File: src/sv/b64dns_pkg.sv
package b64dns_pkg;

    localparam int LabelMaxDef   = 63;
    localparam int MaxEncodedDef = 255;
    localparam int QueueDepth    = 2;
    localparam int QueueAw       = (QueueDepth > 1) ? $clog2(QueueDepth) : 1;
    localparam int QueueCw       = $clog2(QueueDepth + 1);
    localparam int MaxChars      = 4;

    localparam logic [7:0] PadChar = 8'h3d;

    // one request's worth of base64 characters, handed from front to back
    typedef struct packed {
        logic [MaxChars-1:0][7:0] chars;
        logic [2:0]               cnt;
        logic                     last;
        logic [7:0]               total;
    } t_job;

    function automatic logic [7:0] b64_char(input logic [5:0] idx);
        logic [7:0] c;
        c = {2'b00, idx};
        if (idx < 6'd26) begin
            return 8'd65 + c;
        end else if (idx < 6'd52) begin
            return 8'd71 + c;
        end else if (idx < 6'd62) begin
            return c - 8'd4;
        end else if (idx == 6'd62) begin
            return 8'h2b;
        end
        return 8'h2f;
    endfunction

endpackage

File: src/sv/base64_dns_label_encoder_top.sv
// the first byte of a request passes the job queue and then the output register before it shows on o_out_byte
// throughput: one output byte per cycle while pop is held; a request yields 0 to 6 output bytes
// (none when absorbed, else one to four chars plus a length byte ahead of each label)
// the front takes one request per cycle while the two-entry job queue has room
// reset is synchronous, active low: clears message length, counters, queue and output
module base64_dns_label_encoder_top import b64dns_pkg::*; #(
    parameter int LABEL_MAX   = LabelMaxDef,
    parameter int MAX_ENCODED = MaxEncodedDef
) (
    input  logic       i_clk,
    input  logic       i_rst_n,
    input  logic       i_cfg_we,
    input  logic [7:0] i_cfg_wdata,
    input  logic       push,
    output logic       full,
    input  logic [7:0] i_data_byte,
    output logic       empty,
    input  logic       pop,
    output logic [7:0] o_out_byte
);

    logic accept;
    logic job_push;
    t_job front_job;
    logic q_full;
    logic q_valid;
    t_job q_job;
    logic job_take;
    logic out_valid;

    assign full   = q_full;
    assign accept = push && !q_full;
    assign empty  = !out_valid;

    b64dns_front #(
        .MAX_ENCODED(MAX_ENCODED)
    ) u_front (
        .i_clk       (i_clk),
        .i_rst_n     (i_rst_n),
        .i_cfg_we    (i_cfg_we),
        .i_cfg_wdata (i_cfg_wdata),
        .i_accept    (accept),
        .i_data_byte (i_data_byte),
        .o_job_push  (job_push),
        .o_job       (front_job)
    );

    b64dns_queue u_queue (
        .i_clk   (i_clk),
        .i_rst_n (i_rst_n),
        .i_push  (job_push),
        .i_job   (front_job),
        .o_full  (q_full),
        .i_take  (job_take),
        .o_valid (q_valid),
        .o_job   (q_job)
    );

    b64dns_back #(
        .LABEL_MAX(LABEL_MAX)
    ) u_back (
        .i_clk       (i_clk),
        .i_rst_n     (i_rst_n),
        .i_job_valid (q_valid),
        .i_job       (q_job),
        .o_job_take  (job_take),
        .i_pop       (pop),
        .o_out_valid (out_valid),
        .o_out_byte  (o_out_byte)
    );

endmodule

File: src/sv/b64dns_front.sv
module b64dns_front import b64dns_pkg::*; #(
    parameter int MAX_ENCODED = MaxEncodedDef
) (
    input  logic       i_clk,
    input  logic       i_rst_n,
    input  logic       i_cfg_we,
    input  logic [7:0] i_cfg_wdata,
    input  logic       i_accept,
    input  logic [7:0] i_data_byte,
    output logic       o_job_push,
    output t_job       o_job
);

    localparam logic [1:0] Phase0 = 2'd0;
    localparam logic [1:0] Phase1 = 2'd1;
    localparam logic [1:0] Phase2 = 2'd2;
    localparam logic [8:0] MaxEnc = 9'(MAX_ENCODED);

    logic [7:0]  r_msg_len;
    logic [7:0]  r_total;
    logic        r_active;
    logic [1:0]  r_phase, n_phase;
    logic [3:0]  r_carry, n_carry;
    logic [7:0]  r_seen,  n_seen;

    logic [8:0]  cfg_plus2;
    logic [19:0] cfg_prod;
    logic [6:0]  cfg_groups;
    logic [8:0]  cfg_total;
    logic        last;

    // ceil(len/3)*4, divide by 3 as multiply by 683 and shift by 11
    assign cfg_plus2  = {1'b0, i_cfg_wdata} + 9'd2;
    assign cfg_prod   = {11'd0, cfg_plus2} * 20'd683;
    assign cfg_groups = cfg_prod[17:11];
    assign cfg_total  = {cfg_groups, 2'b00};

    assign last = ({1'b0, r_seen} + 9'd1) >= {1'b0, r_msg_len};

    always_comb begin
        o_job.chars = '0;
        o_job.cnt   = 3'd1;
        o_job.last  = last;
        o_job.total = r_total;
        n_phase     = r_phase;
        n_carry     = r_carry;
        case (r_phase)
            Phase0: begin
                o_job.chars[0] = b64_char(i_data_byte[7:2]);
                o_job.chars[1] = b64_char({i_data_byte[1:0], 4'b0000});
                o_job.chars[2] = PadChar;
                o_job.chars[3] = PadChar;
                o_job.cnt      = last ? 3'd4 : 3'd1;
                n_phase        = Phase1;
                n_carry        = {2'b00, i_data_byte[1:0]};
            end
            Phase1: begin
                o_job.chars[0] = b64_char({r_carry[1:0], i_data_byte[7:4]});
                o_job.chars[1] = b64_char({i_data_byte[3:0], 2'b00});
                o_job.chars[2] = PadChar;
                o_job.cnt      = last ? 3'd3 : 3'd1;
                n_phase        = Phase2;
                n_carry        = i_data_byte[3:0];
            end
            default: begin
                o_job.chars[0] = b64_char({r_carry, i_data_byte[7:6]});
                o_job.chars[1] = b64_char(i_data_byte[5:0]);
                o_job.cnt      = 3'd2;
                n_phase        = Phase0;
                n_carry        = 4'd0;
            end
        endcase
        // absorbed bytes keep the group position, a final one still clears the back
        if (!r_active) begin
            o_job.cnt = 3'd0;
            n_phase   = r_phase;
            n_carry   = r_carry;
        end
        n_seen = r_seen + 8'd1;
        if (last) begin
            n_phase = Phase0;
            n_carry = 4'd0;
            n_seen  = 8'd0;
        end
    end

    assign o_job_push = i_accept && (r_active || last);

    always_ff @(posedge i_clk) begin
        if (!i_rst_n) begin
            r_msg_len <= 8'd0;
            r_total   <= 8'd0;
            r_active  <= 1'b0;
            r_phase   <= Phase0;
            r_carry   <= 4'd0;
            r_seen    <= 8'd0;
        end else begin
            if (i_cfg_we) begin
                r_msg_len <= i_cfg_wdata;
                r_total   <= cfg_total[7:0];
                r_active  <= (cfg_total != 9'd0) && (cfg_total <= MaxEnc);
            end
            if (i_accept) begin
                r_phase <= n_phase;
                r_carry <= n_carry;
                r_seen  <= n_seen;
            end
        end
    end

endmodule

File: src/sv/b64dns_queue.sv
module b64dns_queue import b64dns_pkg::*; (
    input  logic i_clk,
    input  logic i_rst_n,
    input  logic i_push,
    input  t_job i_job,
    output logic o_full,
    input  logic i_take,
    output logic o_valid,
    output t_job o_job
);

    t_job               r_mem [QueueDepth];
    logic [QueueAw-1:0] r_wr_ptr;
    logic [QueueAw-1:0] r_rd_ptr;
    logic [QueueCw-1:0] r_count;

    localparam logic [QueueAw-1:0] PtrLast = QueueAw'(QueueDepth - 1);
    localparam logic [QueueCw-1:0] CntFull = QueueCw'(QueueDepth);

    logic do_push, do_take;

    assign o_full  = (r_count == CntFull);
    assign o_valid = (r_count != '0);
    assign o_job   = r_mem[r_rd_ptr];
    assign do_push = i_push && !o_full;
    assign do_take = i_take && o_valid;

    always_ff @(posedge i_clk) begin
        if (do_push) begin
            r_mem[r_wr_ptr] <= i_job;
        end
    end

    always_ff @(posedge i_clk) begin
        if (!i_rst_n) begin
            r_wr_ptr <= '0;
            r_rd_ptr <= '0;
            r_count  <= '0;
        end else begin
            if (do_push) begin
                r_wr_ptr <= (r_wr_ptr == PtrLast) ? '0 : r_wr_ptr + 1'b1;
            end
            if (do_take) begin
                r_rd_ptr <= (r_rd_ptr == PtrLast) ? '0 : r_rd_ptr + 1'b1;
            end
            if (do_push && !do_take) begin
                r_count <= r_count + 1'b1;
            end else if (do_take && !do_push) begin
                r_count <= r_count - 1'b1;
            end
        end
    end

endmodule

File: src/sv/b64dns_back.sv
module b64dns_back import b64dns_pkg::*; #(
    parameter int LABEL_MAX = LabelMaxDef
) (
    input  logic       i_clk,
    input  logic       i_rst_n,
    input  logic       i_job_valid,
    input  t_job       i_job,
    output logic       o_job_take,
    input  logic       i_pop,
    output logic       o_out_valid,
    output logic [7:0] o_out_byte
);

    localparam int LabEff = (LABEL_MAX < 2) ? 2 : LABEL_MAX;
    localparam int LabW   = $clog2(LabEff);
    localparam logic [7:0]      LabByte = 8'(LabEff);
    localparam logic [LabW-1:0] LabLast = LabW'(LabEff - 1);

    logic            r_out_valid, n_out_valid;
    logic [7:0]      r_out_byte,  n_out_byte;
    logic [1:0]      r_idx,       n_idx;
    logic            r_len_done,  n_len_done;
    logic [7:0]      r_chars,     n_chars;
    logic [LabW-1:0] r_lab_cnt,   n_lab_cnt;

    logic       job_nop;
    logic       advance;
    logic       need_len;
    logic       job_end;
    logic [7:0] rem;
    logic [7:0] len_byte;

    assign job_nop  = (i_job.cnt == 3'd0);
    assign advance  = i_job_valid && !job_nop && (!r_out_valid || i_pop);
    assign need_len = (r_lab_cnt == '0) && !r_len_done;
    assign job_end  = !need_len && (({1'b0, r_idx} + 3'd1) == i_job.cnt);
    assign rem      = (i_job.total > r_chars) ? (i_job.total - r_chars) : 8'd0;
    assign len_byte = (rem < LabByte) ? rem : LabByte;

    always_comb begin
        n_out_valid = r_out_valid;
        n_out_byte  = r_out_byte;
        n_idx       = r_idx;
        n_len_done  = r_len_done;
        n_chars     = r_chars;
        n_lab_cnt   = r_lab_cnt;
        o_job_take  = 1'b0;
        if (i_pop) begin
            n_out_valid = 1'b0;
        end
        if (i_job_valid && job_nop) begin
            // final byte of an absorbed message only restarts the label count
            o_job_take = 1'b1;
            n_idx      = 2'd0;
            n_chars    = 8'd0;
            n_lab_cnt  = '0;
        end else if (advance) begin
            n_out_valid = 1'b1;
            if (need_len) begin
                // label length byte goes ahead of the first char of each label
                n_out_byte = len_byte;
                n_len_done = 1'b1;
            end else begin
                n_out_byte = i_job.chars[r_idx];
                n_len_done = 1'b0;
                n_chars    = r_chars + 8'd1;
                n_lab_cnt  = (r_lab_cnt == LabLast) ? '0 : r_lab_cnt + 1'b1;
                n_idx      = r_idx + 2'd1;
                if (job_end) begin
                    o_job_take = 1'b1;
                    n_idx      = 2'd0;
                    if (i_job.last) begin
                        n_chars   = 8'd0;
                        n_lab_cnt = '0;
                    end
                end
            end
        end
    end

    always_ff @(posedge i_clk) begin
        if (!i_rst_n) begin
            r_out_valid <= 1'b0;
            r_idx       <= 2'd0;
            r_len_done  <= 1'b0;
            r_chars     <= 8'd0;
            r_lab_cnt   <= '0;
        end else begin
            r_out_valid <= n_out_valid;
            r_idx       <= n_idx;
            r_len_done  <= n_len_done;
            r_chars     <= n_chars;
            r_lab_cnt   <= n_lab_cnt;
        end
    end

    always_ff @(posedge i_clk) begin
        r_out_byte <= n_out_byte;
    end

    assign o_out_valid = r_out_valid;
    assign o_out_byte  = r_out_byte;

endmodule

File: config.mk
export PLATFORM = sky130hd
export DESIGN_NAME = base64_dns_label_encoder_top
export DESIGN_NICKNAME = d
export VERILOG_FILES = /design/src/sv/b64dns_pkg.sv /design/src/sv/base64_dns_label_encoder_top.sv /design/src/sv/b64dns_front.sv /design/src/sv/b64dns_queue.sv /design/src/sv/b64dns_back.sv
export SDC_FILE = /design/constraint.sdc
export NUM_CORES = 1
export LEC_CHECK = 0
export ABC_CLOCK_PERIOD_IN_PS = 6500
export BUFFER_PORTS_ARGS = -buffer_cell sky130_fd_sc_hd__buf_2
export CELL_PAD_IN_SITES_DETAIL_PLACEMENT = 0
export CELL_PAD_IN_SITES_GLOBAL_PLACEMENT = 1
export CORE_MARGIN = 4
export CORE_UTILIZATION = 46
export DETAILED_ROUTE_END_ITERATION = 12
export MAX_ROUTING_LAYER = met4
export PLACE_DENSITY_LB_ADDON = 0.1
export SLEW_MARGIN = 0
export SYNTH_ARGS = -nofsm -noshare
export SYNTH_HDL_FRONTEND = slang
export SYNTH_SLANG_ARGS = --single-unit
File: constraint.sdc
create_clock -name i_clk -period 6.5 [get_ports i_clk]
set_input_delay 0.65 -clock i_clk [delete_from_list [all_inputs] [get_ports i_clk]]
set_output_delay 0.65 -clock i_clk [all_outputs]
set_load 0.05 [all_outputs]
==> results.sh <==
export IMPL_outcome="finished, final reports clean"
export IMPL_finalSetupViolations=0
export IMPL_endpoint_kind="flop"
export IMPL_num_antenna_cells=0
export IMPL_yosysSeqAreaShare_pct=33.5
export IMPL_post_cts_buffers=0
export IMPL_slew_headroom_pct=34.0
export IMPL_max_freq_mhz=201
export IMPL_grt_max_degree=29
export IMPL_clk_latency_ns=0.41
export IMPL_fin_util_pct=51.7
export IMPL_ios=31
export IMPL_syn_area_per_cell_um2=9.33
export IMPL_place_hpwl_mm=15.9
export IMPL_via_per_inst=5.72
export IMPL_dr_pass1_iters=5
export IMPL_grt_pass1_wl_mm=34.9
export IMPL_nets=1070
export IMPL_finalCriticalPeriod_ns=4.97
export IMPL_synth_cell_type_count=88
export IMPL_antenna_left=0
export IMPL_start_util_pct=46.9
export IMPL_cts_tree="done"
export IMPL_critPathMaxFanout=7
export IMPL_critical_path_arrival_ns=5.27
export IMPL_critical_path_class="input port to flop"
export IMPL_ff_latch_area_um2=2960
export IMPL_vias=6993
export IMPL_path_clk_slew_ns=0.06
export IMPL_hold_violations=0
export IMPL_synth_edf_count=64
export IMPL_synthArstFlopShare_pct=0
export IMPL_fillers=1716
export IMPL_die_area_um2=21500
export IMPL_core_um2=18800
export IMPL_whs_ns=0.461
export IMPL_slew_viol_final=0
export IMPL_cts_buffers=17
export IMPL_ys_ff_latch=116
export IMPL_first_global_vias=6809
export IMPL_drive_above_1_share_pct=10.5
export IMPL_syn_area_um2=8840
export IMPL_grt_overflow=0
export IMPL_route_detailed_drc=0
export IMPL_cts_sinks=116
export IMPL_numPortBuffers=30
export IMPL_maxCapViolCount=0
export IMPL_crit_required_ns=6.80
export IMPL_grtUsageTotal_pct=20.4
export IMPL_antenna_found_initial=0
export IMPL_ff2ff_setup_slack_ns=2.96
export IMPL_post_route_period_util_pct=76.4
export IMPL_ir_drop_v=0.000235
export IMPL_cts_root_buffer="clkbuf_16"
export IMPL_routed_wl_mm=20.9
export IMPL_die_x_um=147
export IMPL_fin_worst_skew_ns=0.00804
export IMPL_rows=50
export IMPL_cts_resized=0
export IMPL_synth_ff_type="edfxtp_1"
export IMPL_multiInputGateArea_um2=5320
export IMPL_die_h_um=147
export IMPL_htreeDepth=4
export IMPL_critPathLaunchType="input port"
export IMPL_leakage_nw=3.90
export IMPL_hold_buffers=0
export IMPL_fin_tns_setup_ns=0
export IMPL_cts_buffer_depth=2
export IMPL_tightest_slew_ns=0.983
export IMPL_gp_congestion=0.926
export IMPL_ys_warnings_count=0
export IMPL_areaGrowthSynthToFinish_pct=10.1
export IMPL_wire_per_inst_um=17.1
export IMPL_drt_iter0_markers=353
export IMPL_rsz0062_at_grt="no"
export IMPL_synth_cells=947
export IMPL_p_per_area_nw_per_um2=339
export IMPL_hold_path_class="flop to flop"
layer usage:
layer	up-vias	GRT usage [%]	wire length [µm]
li1	3426	-	-
met1	3378	27.7	9800
met2	166	30.8	9770
met3	23	4.53	1090
met4	0	5.41	246
met5	-	-	0
flip-flops by register name (all words and copies together) (netlist names), named ones only:
register / count
u_front.r_active: 1
u_back.o_out_valid: 1
u_queue.r_mem: 56
u_queue.r_rd_ptr: 1
u_front.r_carry: 4
u_back.r_len_done: 1
u_front.r_msg_len: 8
u_back.r_lab_cnt: 6
u_queue.r_count: 2
u_queue.r_wr_ptr: 1
u_back.r_idx: 2
u_back.r_chars: 8
u_back.o_out_byte: 8
u_front.r_total: 6
u_front.r_phase: 2
u_front.r_seen: 8
per-stage QoR:
stage	area [µm²]	total power, W	setup slack, ns	cells
2_1_floorplan	8840	0.00205	1.61	948
3_5_place_dp	9130	0.00237	1.07	1190
5_1_grt	9730	0.00352	1.21	1222
3_3_place_gp	9130	0.00233	1.26	1190
4_1_cts	9730	0.00332	1.51	1222
6_report	9730	0.00330	1.53	1222
cell families (layout without fill, tap and decap cells):
kind of cell               count (synthesis)  after routing  share of synthesized area, %
and+or+nand+nor                          277            277                          15.7
AOI/OAI and AO/OA                        215            215                          17.4
buffers and inverters                    144            158                          6.36
DFF                                      116            116                          33.5
adders and majority gates                100            100                          15.9
xor gates and xnor gates                  55             55                          5.45
muxes                                     38             38                          5.70
other                                      2              3                        0.0850
power breakdown:
part / internal [W] / total (W) / switching, W
combinational: 0.000512 / 0.00135 / 0.000835
sequential: 0.000946 / 0.00102 / 0.0000702
clock: 0.000575 / 0.000935 / 0.000360
worst paths after layout:
check | from | to | depth (start not counted)
max | i_cfg_wdata[1] | u_front.r_total[6] | 17
min | u_front.r_total[4] | u_queue.r_mem[0][2] | 0
max reg2reg | u_front.r_seen[0] | u_queue.r_count[1] | 11
min reg2reg | u_front.r_total[4] | u_queue.r_mem[0][2] | 0
worst max-delay path, stage by stage:
cell and delay [ns]:
buf_2 0.16, ha_1 0.19, and3_1 0.25, xor2_1 0.32, ha_1 0.31, inv_1 0.11, fa_1 0.43, inv_1 0.12
fa_1 0.43, fa_1 0.49, ha_1 0.34, a211oi_1 0.26, nor2_1 0.13, o21a_1 0.21, o31a_1 0.31, or3_1 0.31
a32o_1 0.25
Yosys cell counts (8+ instances only):
library cell   n  area share (%)
a211oi_1      10            0.85
a21o_1        14             1.2
a21oi_1       42             2.4
a31oi_1       14            0.99
buf_2         14            0.79
clkbuf_1      34             1.4
dfxtp_1       52              12
edfxtp_1      64              22
fa_1          20             4.5
ha_1          80              11
inv_1         89             3.8
mux2_2         9             1.1
mux2i_1       20             2.3
mux4_2         9             2.3
nand2_1       68             2.9
nand2b_1      13            0.92
nand3_1       42             2.4
nand4_1        9            0.64
nor2_1        67             2.8
nor2b_1        8            0.57
nor3_1        18             1.0
o21ai_0       24             1.4
o21ai_1       15            0.85
o221ai_1       9            0.89
or3_1         12            0.85
xnor2_1       33             3.3
xor2_1        22             2.2
area by class of cell:
class / instances / share of cell area (%)
Tap cell: 260 / 3.34
Clock buffer: 17 / 4.37
Timing Repair Buffer: 33 / 1.77
Inverter: 93 / 3.59
Multi-Input combinational cell: 688 / 54.7
Sequential cell: 116 / 30.5
Clock inverter: 15 / 1.77
cells in the final DEF (no fill, tap or decap), types with 18 or more instances in the layout:
cell and count:
o21ai_0 24, ha_1 80, nand2_1 68, inv_1 89, mux2i_1 20, dfxtp_1 52
nand3_1 42, fa_1 20, edfxtp_1 64, a21oi_1 42, nor2_1 67, xor2_1 22
xnor2_1 33, nor3_1 18, buf_2 30
No activity file was read; power rests on OpenSTA's default activity.
